## config.mk

```make
export PLATFORM = sky130hd
export DESIGN_NAME = eop_div_cell
export DESIGN_NICKNAME = d
export VERILOG_FILES = /design/src/rtl/core/eop_pkg.sv /design/src/rtl/core/eop_div_cell.sv
export SDC_FILE = /design/constraint.sdc
export NUM_CORES = 1
export LEC_CHECK = 0
export ABC_AREA = 1
export BUFFER_PORTS_ARGS = -buffer_cell sky130_fd_sc_hd__buf_2
export CORE_UTILIZATION = 34
export DETAILED_ROUTE_END_ITERATION = 7
export REMOVE_ABC_BUFFERS = 1
export SYNTH_ARGS = -nofsm -noshare
export SYNTH_HDL_FRONTEND = slang
export SYNTH_SLANG_ARGS = --single-unit
```

## constraint.sdc

```tcl
create_clock -name clk -period 1.75 [get_ports clk]
set_input_delay 0.0875 -clock clk [delete_from_list [all_inputs] [get_ports clk]]
set_output_delay 0.0875 -clock clk [all_outputs]
set_load 0.02 [all_outputs]
```

## src/rtl/core/eop_pkg.sv

```systemverilog
// Shared constants and functions for the ellipse outline point core.
// No dependencies.
`default_nettype none
package eop_pkg;

  localparam int AtanEntries = 24;
  localparam logic signed [33:0] CordicGainQ30 = 34'sd652032874;
  localparam logic signed [63:0] HalfRoundQ30 = 64'sd536870912;

  // Configuration register indexes
  localparam logic [2:0] CFG_CENTER_X  = 3'd0;
  localparam logic [2:0] CFG_CENTER_Y  = 3'd1;
  localparam logic [2:0] CFG_CENTER_Z  = 3'd2;
  localparam logic [2:0] CFG_MAJOR_LEN = 3'd3;
  localparam logic [2:0] CFG_MINOR_LEN = 3'd4;
  localparam logic [2:0] CFG_ROTATION  = 3'd5;
  localparam logic [2:0] CFG_PLANE_SEL = 3'd6;
  localparam logic [2:0] CFG_SEGMENTS  = 3'd7;

  // Plane select codes
  localparam logic [1:0] PLANE_XY = 2'd0;
  localparam logic [1:0] PLANE_YZ = 2'd1;
  localparam logic [1:0] PLANE_XZ = 2'd2;

  // Arctangent of 2^-k in 2^-32 turn units
  function automatic logic signed [33:0] atan_turn(input logic [4:0] k);
    logic signed [33:0] r;
    begin
      case (k)
        5'd0: r = 34'sd536870912;
        5'd1: r = 34'sd316933406;
        5'd2: r = 34'sd167458907;
        5'd3: r = 34'sd85004756;
        5'd4: r = 34'sd42667331;
        5'd5: r = 34'sd21354465;
        5'd6: r = 34'sd10679838;
        5'd7: r = 34'sd5340245;
        5'd8: r = 34'sd2670163;
        5'd9: r = 34'sd1335087;
        5'd10: r = 34'sd667544;
        5'd11: r = 34'sd333772;
        5'd12: r = 34'sd166886;
        5'd13: r = 34'sd83443;
        5'd14: r = 34'sd41722;
        5'd15: r = 34'sd20861;
        5'd16: r = 34'sd10430;
        5'd17: r = 34'sd5215;
        5'd18: r = 34'sd2608;
        5'd19: r = 34'sd1304;
        5'd20: r = 34'sd652;
        5'd21: r = 34'sd326;
        5'd22: r = 34'sd163;
        5'd23: r = 34'sd81;
        default: r = 34'sd0;
      endcase
      return r;
    end
  endfunction

  // Rounded Q30 product: (p + 2^29) >>> 30
  function automatic logic signed [33:0] rnd_q30(input logic signed [63:0] p);
    logic signed [63:0] t;
    begin
      t = (p + HalfRoundQ30) >>> 30;
      return t[33:0];
    end
  endfunction

  function automatic logic signed [31:0] sat32(input logic signed [35:0] v);
    begin
      if (v > 36'sh0_7FFF_FFFF) return 32'sh7FFF_FFFF;
      else if (v < -36'sh0_8000_0000) return 32'sh8000_0000;
      else return v[31:0];
    end
  endfunction

endpackage
`default_nettype wire

```

## src/rtl/core/eop_div_cell.sv

```systemverilog
// One restoring-division cell: produces one quotient bit of idx*65536/seg.
// Depends on eop_pkg.
`default_nettype none
module eop_div_cell
  import eop_pkg::*;
#(
  parameter int NumW = 29,
  parameter int DenW = 13,
  parameter int BitPos = 0
) (
  input  wire logic            clk,
  input  wire logic            adv,
  input  wire logic [NumW-1:0] rem_i,
  input  wire logic [DenW-1:0] den_i,
  input  wire logic [16:0]     q_i,
  output logic [NumW-1:0]      rem_o,
  output logic [DenW-1:0]      den_o,
  output logic [16:0]          q_o
);
  logic [NumW:0] trial;
  logic          take;
  logic [NumW-1:0] rem_nxt;
  logic [16:0]   q_nxt;

  // compare remainder against den shifted to this bit
  always_comb begin
    trial = {1'b0, rem_i} - ({{(NumW+1-DenW){1'b0}}, den_i} << BitPos);
    take  = ~trial[NumW];
    rem_nxt = take ? trial[NumW-1:0] : rem_i;
    q_nxt = q_i;
    q_nxt[BitPos] = take;
  end

  always_ff @(posedge clk) begin
    if (adv) begin
      rem_o <= rem_nxt;
      den_o <= den_i;
      q_o   <= q_nxt;
    end
  end
endmodule
`default_nettype wire

```

Yosys cells after proc, flatten, opt, wreduce, memory -nomap -nowiden
Cells that the tools add are included.

Register bits: 59. Output and inout port bits: 59. Word-level logic and storage cells: 6.

$add $sub $neg: 1. Multiplexer cells: 1. Bitwise gates (word level): 1.

Operator list (count): $sub A29 B13 Y30 (1); $mux W29 (1); $not A1 Y1 (1).

Longest topological paths before layout
Depth after elaboration: 2. Gate-level depth with buffers: 15.

Worst setup path after synthesis
Ideal clock, no wire load.

Path type: in2reg. From: input den_i[2]. To: register rem_o[12], data pin. Library setup time: 0.253 ns. Arrival: 1.407 ns. Required time: 1.497 ns. Path slack: 0.090 ns. Cell stages on the path: 15. Buffers on the path: 2. Path through: inv_1 ha_1 nand2_1 nand2_1 inv_2 nand2_2 nand2_1 nand2_2 nand2_2 nand3_4 inv_2 buf_6 buf_8 nand2_1 nand2_1.

Word-level cells in the longest chain between the ends: 2.

RTL lines: start: declaration (RTL line eop_div_cell.sv:14) `input wire logic [DenW-1:0] den_i,`; $sub A29 B13 Y30 (RTL line eop_div_cell.sv:27) `trial = {1'b0, rem_i} - ({{(NumW+1-DenW){1'b0}}, den_i} << BitPos);`; $mux W29 (RTL line eop_div_cell.sv:29) `rem_nxt = take ? trial[NumW-1:0] : rem_i;`; named net rem_nxt[12] (RTL line eop_div_cell.sv:22) `logic [NumW-1:0] rem_nxt;`; end signal: assignment (RTL line eop_div_cell.sv:36) `rem_o <= rem_nxt;`; end: declaration (RTL line eop_div_cell.sv:16) `output logic [NumW-1:0] rem_o,`.

The timed path passes the listed nets, and every way through them passes these cells. A chain may end at the register's enable or synchronous reset.

Worst setup path in the final report
From: input den_i[12]. To: register rem_o[1], data pin.

Same word-level chain as after synthesis.

==> flow_summary_export.csv <==
group,metric,value,unit
grt,grt_first_pass_wirelength,15800,um
sta,fin_crit,1590,ps
synth,synth_area_per_cell,8.11,um^2
synth,synth_mux_area_share,0,%
sta,setup_viol,0,
min_path,hold_path_class,"input pin to register",
synth,seq_area_frac_synth,49.4,%
placement,post-dp-hpwl,7400,um
synth,synth_top_area_share,49.4,%
grt,grt_pass1_vias,3365,
synth,synth_top_area_cell,"edfxtp_1",
synth,synth-compound-area-share,4.43,%
sta,hold_viol_final,0,
clock_network,cts_sinks,59,
pwr,pwr-share-comb,24.2,%
min_path,hold_depth,2,
sta,tightest_slew,332,ps
synth,synthArstFlopShare,0,%
synth,ys_types,26,
synth,synth_top_family_by_area,"simple AND/OR/NAND/NOR gates",
clock_network,clkTransAtPathRegs,70,ps
critical_path,cp_cell_sequence,"buf_2, inv_1, ha_1, a21oi_1, o21ai_0, nor2_2, nand3_4, inv_2, buf_4, o21ai_0",
synth,synth_edf_count,59,
cells_and_area,antenna_cells,0,
floorplan,rows,37,
cells_and_area,final_cell_count_no_fill,790,
cells_and_area,drive_gt1_share,32.7,%
synth,synth-simple-area-share,29.1,%
drt,dr.max_layer_used,"met4",
pwr,power.share.clock,35.0,%
critical_path,cp_max_fo,12,
grt,overflow,0,
clock_network,cts_buffer_depth,2,
drt,num_vias,3482,
synth,synth_area_leaders,"edfxtp_1 49%, nand2_1 15%, inv_1 8.5%",
synth,yosysMostFrequentCell,"nand2_1",
cells_and_area,final_util,51.0,%
drt,wl_per_cell,12.2,um
pwr,p_per_area,818,mW/mm^2
drt,met1_length,4580,um
synth,netlist_instances,442,
floorplan,initial_core_util,34.9,%
critical_path,crit_required,1840,ps
synth,synthFlopType,"edfxtp_1",
critical_path,critPathMaxStageDelay,310,ps
clock_network,cts_buffers,9,
critical_path,crit_top_cell,"o21ai_0",
critical_path,critical_path.top_delay_family,"compound AO/OA/AOI/OAI gates",
drt,route.met3.wl,454,um
floorplan,core_area,0.0103,mm^2
pwr,ir_worst_vdd,0.000361,V
cells_and_area,area_delta_synth_final,46.2,%
sta,timing.slew.headroom,77.9,%
critical_path,worst_ep_arrival_time,1680,ps
floorplan,die_h,105,um
grt,antenna_found_initial,0,
synth,synth_area,0.00358,mm^2
cells_and_area,final_nets,724,
drt,vias_per_cell,4.41,
synth,synth_seq_cells,59,
critical_path,start_kind,"input pin",
synth,synth-xor-area-share,1.96,%
critical_path,slowest_stage,"ha_1",
synth,ys_top_cells_by_count,"146 x nand2_1, 81 x inv_1, 59 x edfxtp_1",
sta,max_freq,629,MHz
critical_path,cp-end-kind,"register",
critical_path,cp.depth,10,
critical_path,criticalPathCategory,"input pin to register",
clock_network,ctsResizeCount,0,
drt,drt-total-wl,9610,um
run,drv_cap,0,
synth,synth_fa_ha_area_share,5.10,%
drt,initialDrtViolationCount,101,
floorplan,pin_count,120,
sta,timing.final.max_slew_violations,0,
clock_network,cts_hold_buf,28,
pwr,power_frac_seq,40.8,%
pwr,p_switching,1.19,mW
placement,place_inst,746,
placement,place_congestion,0.850,
grt,grt_util_all_layers,18.8,%
drt,ant_nets,0,
sta,min_period_over_period,90.9,%
critical_path,path_buf_inv,4,
synth,synth_warnings,0,
sta,rsz0062_at_grt,"no",
clock_network,cts_htree_levels,3,
drt,drc_errors,0,
floorplan,die_x,105,um
clock_network,tritoncts,"yes",
drt,firstDrtPassIters,5,
floorplan,die-area,0.0110,mm^2
pwr,power.leakage,2.61,nW
pwr,p_sw_share,27.8,%
clock_network,clockRootBuffer,"clkbuf_8",
grt,grt_max_degree,60,
outcome,status,"finished clean",
clock_network,cts_setup_buffers,0,
pwr,intPower,3.09,mW
placement,io_buffers,118,
drt,dr_wl_met2,4370,um
==> area by class of cell <==
cell class,instances,area (um^2)
timing repair buffer,200,1290
fill,1007,5040
multi-input combinational,293,1450
clock buffer,10,128
tap,136,170
clock inverter,6,104
inverter,86,323
sequential,59,1770
==> power groups by stage <==
stage / Combinational [mW] / Sequential, mW / Clock [mW]
floorplan: 0.341 / 1.97 / 0
global placement: 0.985 / 1.78 / 0
detailed placement: 0.992 / 1.78 / 0
CTS: 1.04 / 1.75 / 1.53
global route: 1.14 / 1.76 / 1.58
finish: 1.04 / 1.75 / 1.50
==> per-layer routing <==
layer | up-vias | global-route usage, %
li1 | 1811 | -
met1 | 1561 | 24.6
met2 | 95 | 30.6
met3 | 15 | 3.68
met4 | 0 | 6.94
met5 | - | 0
==> placed cells by master, fill, tap and decap left out, types with 6 or more instances in the layout <==
cell type and count:
edfxtp_1 59, nand4_1 6, buf_2 118, inv_1 81, o21ai_0 13, a21oi_2 7, clkbuf_8 9, nor2_1 39
nand3_1 31, buf_4 53, ha_1 13, xnor2_1 6, nand2_1 146, dlygate4sd3_1 28
==> stage by stage <==
step                      TNS, ps  hold WS (ps)  setup WS (ps)  total power, mW  cell area (um^2)
after floorplan              -478           186          -76.3             2.31              3550
after global placement      -2460           264           -153             2.76              4730
after detailed placement    -3770           267           -180             2.77              4730
after CTS                       0          5.73            187             4.32              5240
after global routing            0         0.591           9.34             4.49              5240
final                           0          19.9            159             4.28              5240
==> flip-flops by register name, summed over array words and instances, names as in the netlist <==
name   count
den_o     13
rem_o     29
q_o       17
==> path summary, 6_finish.rpt <==
check / from / to / slack (ps)
max: den_i[12] / rem_o[1] / 160
min: den_i[7] / den_o[7] / 20
==> kinds of logic (layout without fill, tap and decap cells) <==
kind of cell,Yosys count,in the layout
fa+ha+maj,14,14
xor+xnor,8,8
simple gates,245,245
flops,59,59
buf+inv,90,302
compound gates,26,26
No activity file was read; power rests on OpenSTA's default activity.
