[config.mk]
export PLATFORM = sky130hd
export DESIGN_NAME = eop_cordic_cell
export DESIGN_NICKNAME = d
export VERILOG_FILES = /design/src/rtl/core/eop_pkg.sv /design/src/rtl/core/eop_cordic_cell.sv
export SDC_FILE = /design/constraint.sdc
export NUM_CORES = 1
export LEC_CHECK = 0
export BUFFER_PORTS_ARGS = -buffer_cell sky130_fd_sc_hd__buf_2
export CAP_MARGIN = 25
export CORE_MARGIN = 2
export CORE_UTILIZATION = 60
export DETAILED_ROUTE_END_ITERATION = 7
export GPL_ROUTABILITY_DRIVEN = 0
export PLACE_DENSITY = 0.88
export SYNTH_ARGS = -nofsm -noshare
export SYNTH_HDL_FRONTEND = slang
export SYNTH_SLANG_ARGS = --single-unit
[constraint.sdc]
create_clock -name clk -period 6.3 [get_ports clk]
set_input_delay 0.63 -clock clk [delete_from_list [all_inputs] [get_ports clk]]
set_output_delay 0.63 -clock clk [all_outputs]
set_load 0.01 [all_outputs]
[src/rtl/core/eop_pkg.sv]
// Shared constants and functions for the ellipse outline point core.
// No dependencies.
`default_nettype none
package eop_pkg;

  localparam int AtanEntries = 24;
  localparam logic signed [33:0] CordicGainQ30 = 34'sd652032874;
  localparam logic signed [63:0] HalfRoundQ30 = 64'sd536870912;

  // Configuration register indexes
  localparam logic [2:0] CFG_CENTER_X  = 3'd0;
  localparam logic [2:0] CFG_CENTER_Y  = 3'd1;
  localparam logic [2:0] CFG_CENTER_Z  = 3'd2;
  localparam logic [2:0] CFG_MAJOR_LEN = 3'd3;
  localparam logic [2:0] CFG_MINOR_LEN = 3'd4;
  localparam logic [2:0] CFG_ROTATION  = 3'd5;
  localparam logic [2:0] CFG_PLANE_SEL = 3'd6;
  localparam logic [2:0] CFG_SEGMENTS  = 3'd7;

  // Plane select codes
  localparam logic [1:0] PLANE_XY = 2'd0;
  localparam logic [1:0] PLANE_YZ = 2'd1;
  localparam logic [1:0] PLANE_XZ = 2'd2;

  // Arctangent of 2^-k in 2^-32 turn units
  function automatic logic signed [33:0] atan_turn(input logic [4:0] k);
    logic signed [33:0] r;
    begin
      case (k)
        5'd0: r = 34'sd536870912;
        5'd1: r = 34'sd316933406;
        5'd2: r = 34'sd167458907;
        5'd3: r = 34'sd85004756;
        5'd4: r = 34'sd42667331;
        5'd5: r = 34'sd21354465;
        5'd6: r = 34'sd10679838;
        5'd7: r = 34'sd5340245;
        5'd8: r = 34'sd2670163;
        5'd9: r = 34'sd1335087;
        5'd10: r = 34'sd667544;
        5'd11: r = 34'sd333772;
        5'd12: r = 34'sd166886;
        5'd13: r = 34'sd83443;
        5'd14: r = 34'sd41722;
        5'd15: r = 34'sd20861;
        5'd16: r = 34'sd10430;
        5'd17: r = 34'sd5215;
        5'd18: r = 34'sd2608;
        5'd19: r = 34'sd1304;
        5'd20: r = 34'sd652;
        5'd21: r = 34'sd326;
        5'd22: r = 34'sd163;
        5'd23: r = 34'sd81;
        default: r = 34'sd0;
      endcase
      return r;
    end
  endfunction

  // Rounded Q30 product: (p + 2^29) >>> 30
  function automatic logic signed [33:0] rnd_q30(input logic signed [63:0] p);
    logic signed [63:0] t;
    begin
      t = (p + HalfRoundQ30) >>> 30;
      return t[33:0];
    end
  endfunction

  function automatic logic signed [31:0] sat32(input logic signed [35:0] v);
    begin
      if (v > 36'sh0_7FFF_FFFF) return 32'sh7FFF_FFFF;
      else if (v < -36'sh0_8000_0000) return 32'sh8000_0000;
      else return v[31:0];
    end
  endfunction

endpackage
`default_nettype wire

[src/rtl/core/eop_cordic_cell.sv]
// One CORDIC rotation cell, stage K, carrying one rotation vector.
// Depends on eop_pkg.
`default_nettype none
module eop_cordic_cell
  import eop_pkg::*;
#(
  parameter int K = 0
) (
  input  wire logic               clk,
  input  wire logic               adv,
  input  wire logic signed [33:0] x_i,
  input  wire logic signed [33:0] y_i,
  input  wire logic signed [33:0] z_i,
  output logic signed [33:0]      x_o,
  output logic signed [33:0]      y_o,
  output logic signed [33:0]      z_o
);
  logic signed [33:0] dx, dy, at;
  assign dx = y_i >>> K;
  assign dy = x_i >>> K;
  assign at = atan_turn(5'(K));

  always_ff @(posedge clk) begin
    if (adv) begin
      if (!z_i[33]) begin
        x_o <= x_i - dx; y_o <= y_i + dy; z_o <= z_i - at;
      end else begin
        x_o <= x_i + dx; y_o <= y_i - dy; z_o <= z_i + at;
      end
    end
  end
endmodule
`default_nettype wire

# Word level (Yosys, flattened, before mapping)
# Cells that the tools add are included.
[totals]
register_bits = 102
latch_bits = 0
mem_bits_rw = 0
mem_bits_ro = 0
out_inout_bits = 102
elab_cells = 11
mem_count = 0
[op_classes]
add_sub_neg = 5
n_mul = 0
div = 0
order_cmp = 0
eq_ne = 0
shifts = 0
mux = 3
bitwise = 0
n_reduce_logical = 0
[op_table]
columns = ["op", "count"]
rows = [
  ["2-to-1 mux 34 bit", 3],
  ["subtractor 34 bit", 2],
  ["adder 34 x 31 -> 34 bit (second input constant)", 1],
  ["adder 34 bit", 1],
  ["subtractor 34 x 31 -> 34 bit (second input constant)", 1],
]

# Longest topological paths before layout
[logic_depth]
word_depth = 2
depth_mapped = 13

# Least setup slack after synthesis
# Ideal clock, no wire load.
[synth_path]
path_type = "input-to-reg"
start = "input x_i[0]"
end = "register x_o[32] (data pin)"
arrival_time_ns = 2.958
t_required_ns = 6.035
setup_slack_ns = 3.077
path_stages = 11
cell_sequence = "ha_1 fa_1 nor2b_1 o211ai_1 a2bb2oi_1 a211oi_2 o211ai_1 a221oi_2 o21ai_0 a21o_1 xnor2_1"
[synth_via]
elab_chain_len = 2
[synth_lines]
columns = ["item", "line_no", "rtl"]
rows = [
  ["start, declared", "eop_cordic_cell.sv:11", "input wire logic signed [33:0] x_i,"],
  ["subtractor 34 bit or adder 34 bit (tied branches)", "eop_cordic_cell.sv:26, eop_cordic_cell.sv:28", ""],
  ["2-to-1 mux 34 bit (*)", "eop_cordic_cell.sv:25", "if (!z_i[33]) begin"],
  ["end signal, assigned", "eop_cordic_cell.sv:26", "x_o <= x_i - dx; y_o <= y_i + dy; z_o <= z_i - at;"],
  ["end signal, assigned", "eop_cordic_cell.sv:28", "x_o <= x_i + dx; y_o <= y_i - dy; z_o <= z_i + at;"],
  ["end, declared", "eop_cordic_cell.sv:14", "output logic signed [33:0] x_o,"],
]
# Mark *: on every way between the ends. The rest lies on a longest branch, timed or not.
# A chain may end at the register's enable or synchronous reset.

# Worst setup path after layout
[layout_path]
start = "input x_i[12]"
end = "register x_o[27] (data pin)"
# The elaborated chain is that of the path after synthesis.

==> flow_metrics.env <==
export IMPL_status="complete, no violations"
export IMPL_cp_arrival_ns=3.83
export IMPL_totalNegativeSetupSlack_ns=0
export IMPL_first_iter_violations=1146
export IMPL_cts_root_buffer="clkbuf_16"
export IMPL_p_per_area_nw_per_um2=222
export IMPL_ir_drop_mv=0.133
export IMPL_first_global_vias=7675
export IMPL_drv_cap=0
export IMPL_numCtsBuffers=9
export IMPL_start_kind="primary input"
export IMPL_top_layer="met4"
export IMPL_die_h_um=126
export IMPL_synthToLayoutAreaGrowth_pct=15.2
export IMPL_drt_met1_wl_mm=10.1
export IMPL_crit_buf_inv=3
export IMPL_route_met3_wl_mm=2.61
export IMPL_dieArea_sq_um=15800
export IMPL_rows=44
export IMPL_vias=8385
export IMPL_setup_viol=0
export IMPL_leakagePower_uw=0.00469
export IMPL_post_cts_buffers=0
export IMPL_cts_hold_buf=0
export IMPL_min_path_type="in2reg"
export IMPL_multiInputGateArea_sq_um=5250
export IMPL_port_buffers=205
export IMPL_async_reset_ff_share_pct=0
export IMPL_cp_slowest_cell="ha_1"
export IMPL_die_x_um=126
export IMPL_slew_violations=0
export IMPL_clkTransAtPathRegs_ns=0.07
export IMPL_fill_cells=1133
export IMPL_power_uw=2280
export IMPL_syn_area_sq_um=8900
export IMPL_antenna_found_initial=0
export IMPL_crit_path_end_kind="flop"
export IMPL_synth_avg_cell_area_sq_um=8.94
export IMPL_dp_final_hpwl_mm=19.9
export IMPL_fin_nets=1377
export IMPL_maxSlewHeadroom_pct=32.6
export IMPL_synthFlopType="edfxtp_1"
export IMPL_mostFrequentLayoutCell="buf_2"
export IMPL_cts_resized=0
export IMPL_path_cells="buf_2 > inv_1 > ha_1 > inv_1 > a21oi_1 > nor3b_1 > o211ai_1 > a221o_1 > o311ai_2 > a31oi_1 > a21boi_1 > o21ai_0 > xnor2_1"
export IMPL_post_route_drc_count=0
export IMPL_synth_seq_cells=101
export IMPL_htree_levels=3
export IMPL_finalCritPeriodShare_pct=59.9
export IMPL_synth_edf_count=101
export IMPL_grt_usage_pct=30.7
export IMPL_synthCells=996
export IMPL_yosys_warnings=0
export IMPL_grt_start_max_net_pins=93
export IMPL_crit_path_frequent_cell="inv_1"
export IMPL_cp_required_ns=6.36
export IMPL_cts_tree="yes"
export IMPL_seq_area_sq_um=3030
export IMPL_setup_worst_path_class="in2reg"
export IMPL_ys_seq_area_share_pct=34.1
export IMPL_fmax_ghz=0.265
export IMPL_wl_per_cell_um=18.6
export IMPL_grt_setup_unrepaired="false"
export IMPL_whs_path_depth=1
export IMPL_drive_gt1_share_pct=20.8
export IMPL_synth_nets=1206
export IMPL_worst_pin_slew_ns=1.01
export IMPL_critical_path_top_delay_family="compound AO/OA/AOI/OAI gates"
export IMPL_diodes=0
export IMPL_min_period_ns=3.77
export IMPL_core_sq_um=14500
export IMPL_ctsLongestPathBuffers=2
export IMPL_crit_path_max_incr_delay_ns=0.58
export IMPL_holdPathEnd="z_o[7]"
export IMPL_dr_wl_met2_mm=11.9
export IMPL_hold_path_startpoint="z_i[7]"
export IMPL_final_util_pct=70.6
export IMPL_drtPass1Iterations=5
export IMPL_cts_sinks=101
export IMPL_postRouteAntennaNets=0
export IMPL_layout_common_cells="buf_2, inv_1, a21oi_1"
export IMPL_grt_pass1_wl_mm=39.5
export IMPL_initial_core_util_pct=61.3
export IMPL_wl_mm=25.2
export IMPL_cp_max_fo=12
export IMPL_final_hold_viol_count=0
export IMPL_synth_distinct_cells=77
export IMPL_gr_total_overflow=0
export IMPL_via_per_inst=6.19
export IMPL_ios=206
## how the worst max path moves through the flow
| stage | start | endpoint | slack (ns) | cells past startpoint |
|---|---|---|---|---|
| 2_1_floorplan | x_i[0] | x_o[32] | 3.08 | 11 |
| 3_3_place_gp | x_i[12] | x_o[27] | 2.38 | 13 |
| 3_5_place_dp | x_i[12] | x_o[27] | 2.33 | 13 |
| 4_1_cts | x_i[12] | x_o[27] | 2.67 | 13 |
| 5_1_grt | x_i[12] | x_o[27] | 2.38 | 13 |
| 6_report | x_i[12] | x_o[27] | 2.53 | 13 |
## state kept, by name (all words and copies together) (netlist names)
register,flops
x_o,34
z_o,34
y_o,33
## cell type report
cell class	count	area share [%]
tap	184	2.24
timing repair buffer	208	10.2
sequential	101	29.6
multi-input combinational	740	51.2
clock inverter	5	0.586
clock buffer	10	2.23
inverter	107	3.92
## per-stage QoR
stage                     cells  area, sq um  setup slack [ns]  hold WS (ns)
after floorplan             996         8900              3.08         0.729
after global placement     1340         9970              2.38         0.807
after detailed placement   1340         9970              2.33         0.808
after CTS                  1355        10300              2.67         0.459
after global routing       1355        10300              2.38         0.453
final                      1355        10300              2.53         0.465
## synthesized netlist by cell type, drive strengths merged (3+ instances only)
cell / instances / share of area [%]
a211oi: 10 / 0.90
inv: 105 / 4.4
and3: 7 / 0.51
a211o: 5 / 0.49
o31ai: 16 / 1.4
nor2b: 10 / 0.70
edfxtp: 101 / 34
xor2: 12 / 1.2
o22ai: 4 / 0.28
fa: 4 / 0.90
or2: 5 / 0.35
nor3: 12 / 0.67
mux2i: 14 / 1.6
o21a: 10 / 0.84
o21ai: 65 / 3.7
nand3: 12 / 0.67
o311ai: 3 / 0.38
nor2: 95 / 4.1
a221oi: 5 / 0.56
nand2: 48 / 2.1
a31oi: 10 / 0.77
o211ai: 14 / 1.2
a21o: 31 / 2.6
o21bai: 18 / 1.5
a21boi: 4 / 0.34
nor4: 11 / 0.77
nand2b: 10 / 0.70
clkbuf: 22 / 0.93
buf: 26 / 1.5
a21oi: 106 / 6.1
a2111oi: 4 / 0.46
ha: 102 / 14
xnor2: 55 / 5.4
nand4: 9 / 0.63
## power breakdown
part           internal (uW)  switching (uW)
clock network            308             239
logic                    315             516
registers                868            29.4
total                   1490             784
## logic make-up after synthesis
group / count (synthesis) / share of synthesized area [%]
DFF: 101 / 34.1
muxes: 14 / 1.57
adders and majority gates: 106 / 15.2
and+or+nand+nor: 228 / 11.9
buffers and inverters: 155 / 6.94
AOI/OAI and AO/OA: 325 / 23.7
xor gates and xnor gates: 67 / 6.59
## layer usage
layer / vias to the layer above / global-route usage, %
met5: - / 0
met4: 0 / 8.14
met3: 75 / 6.58
met2: 567 / 51.0
met1: 3856 / 41.1
li1: 3887 / -
(Power assumes the default switching activity.)
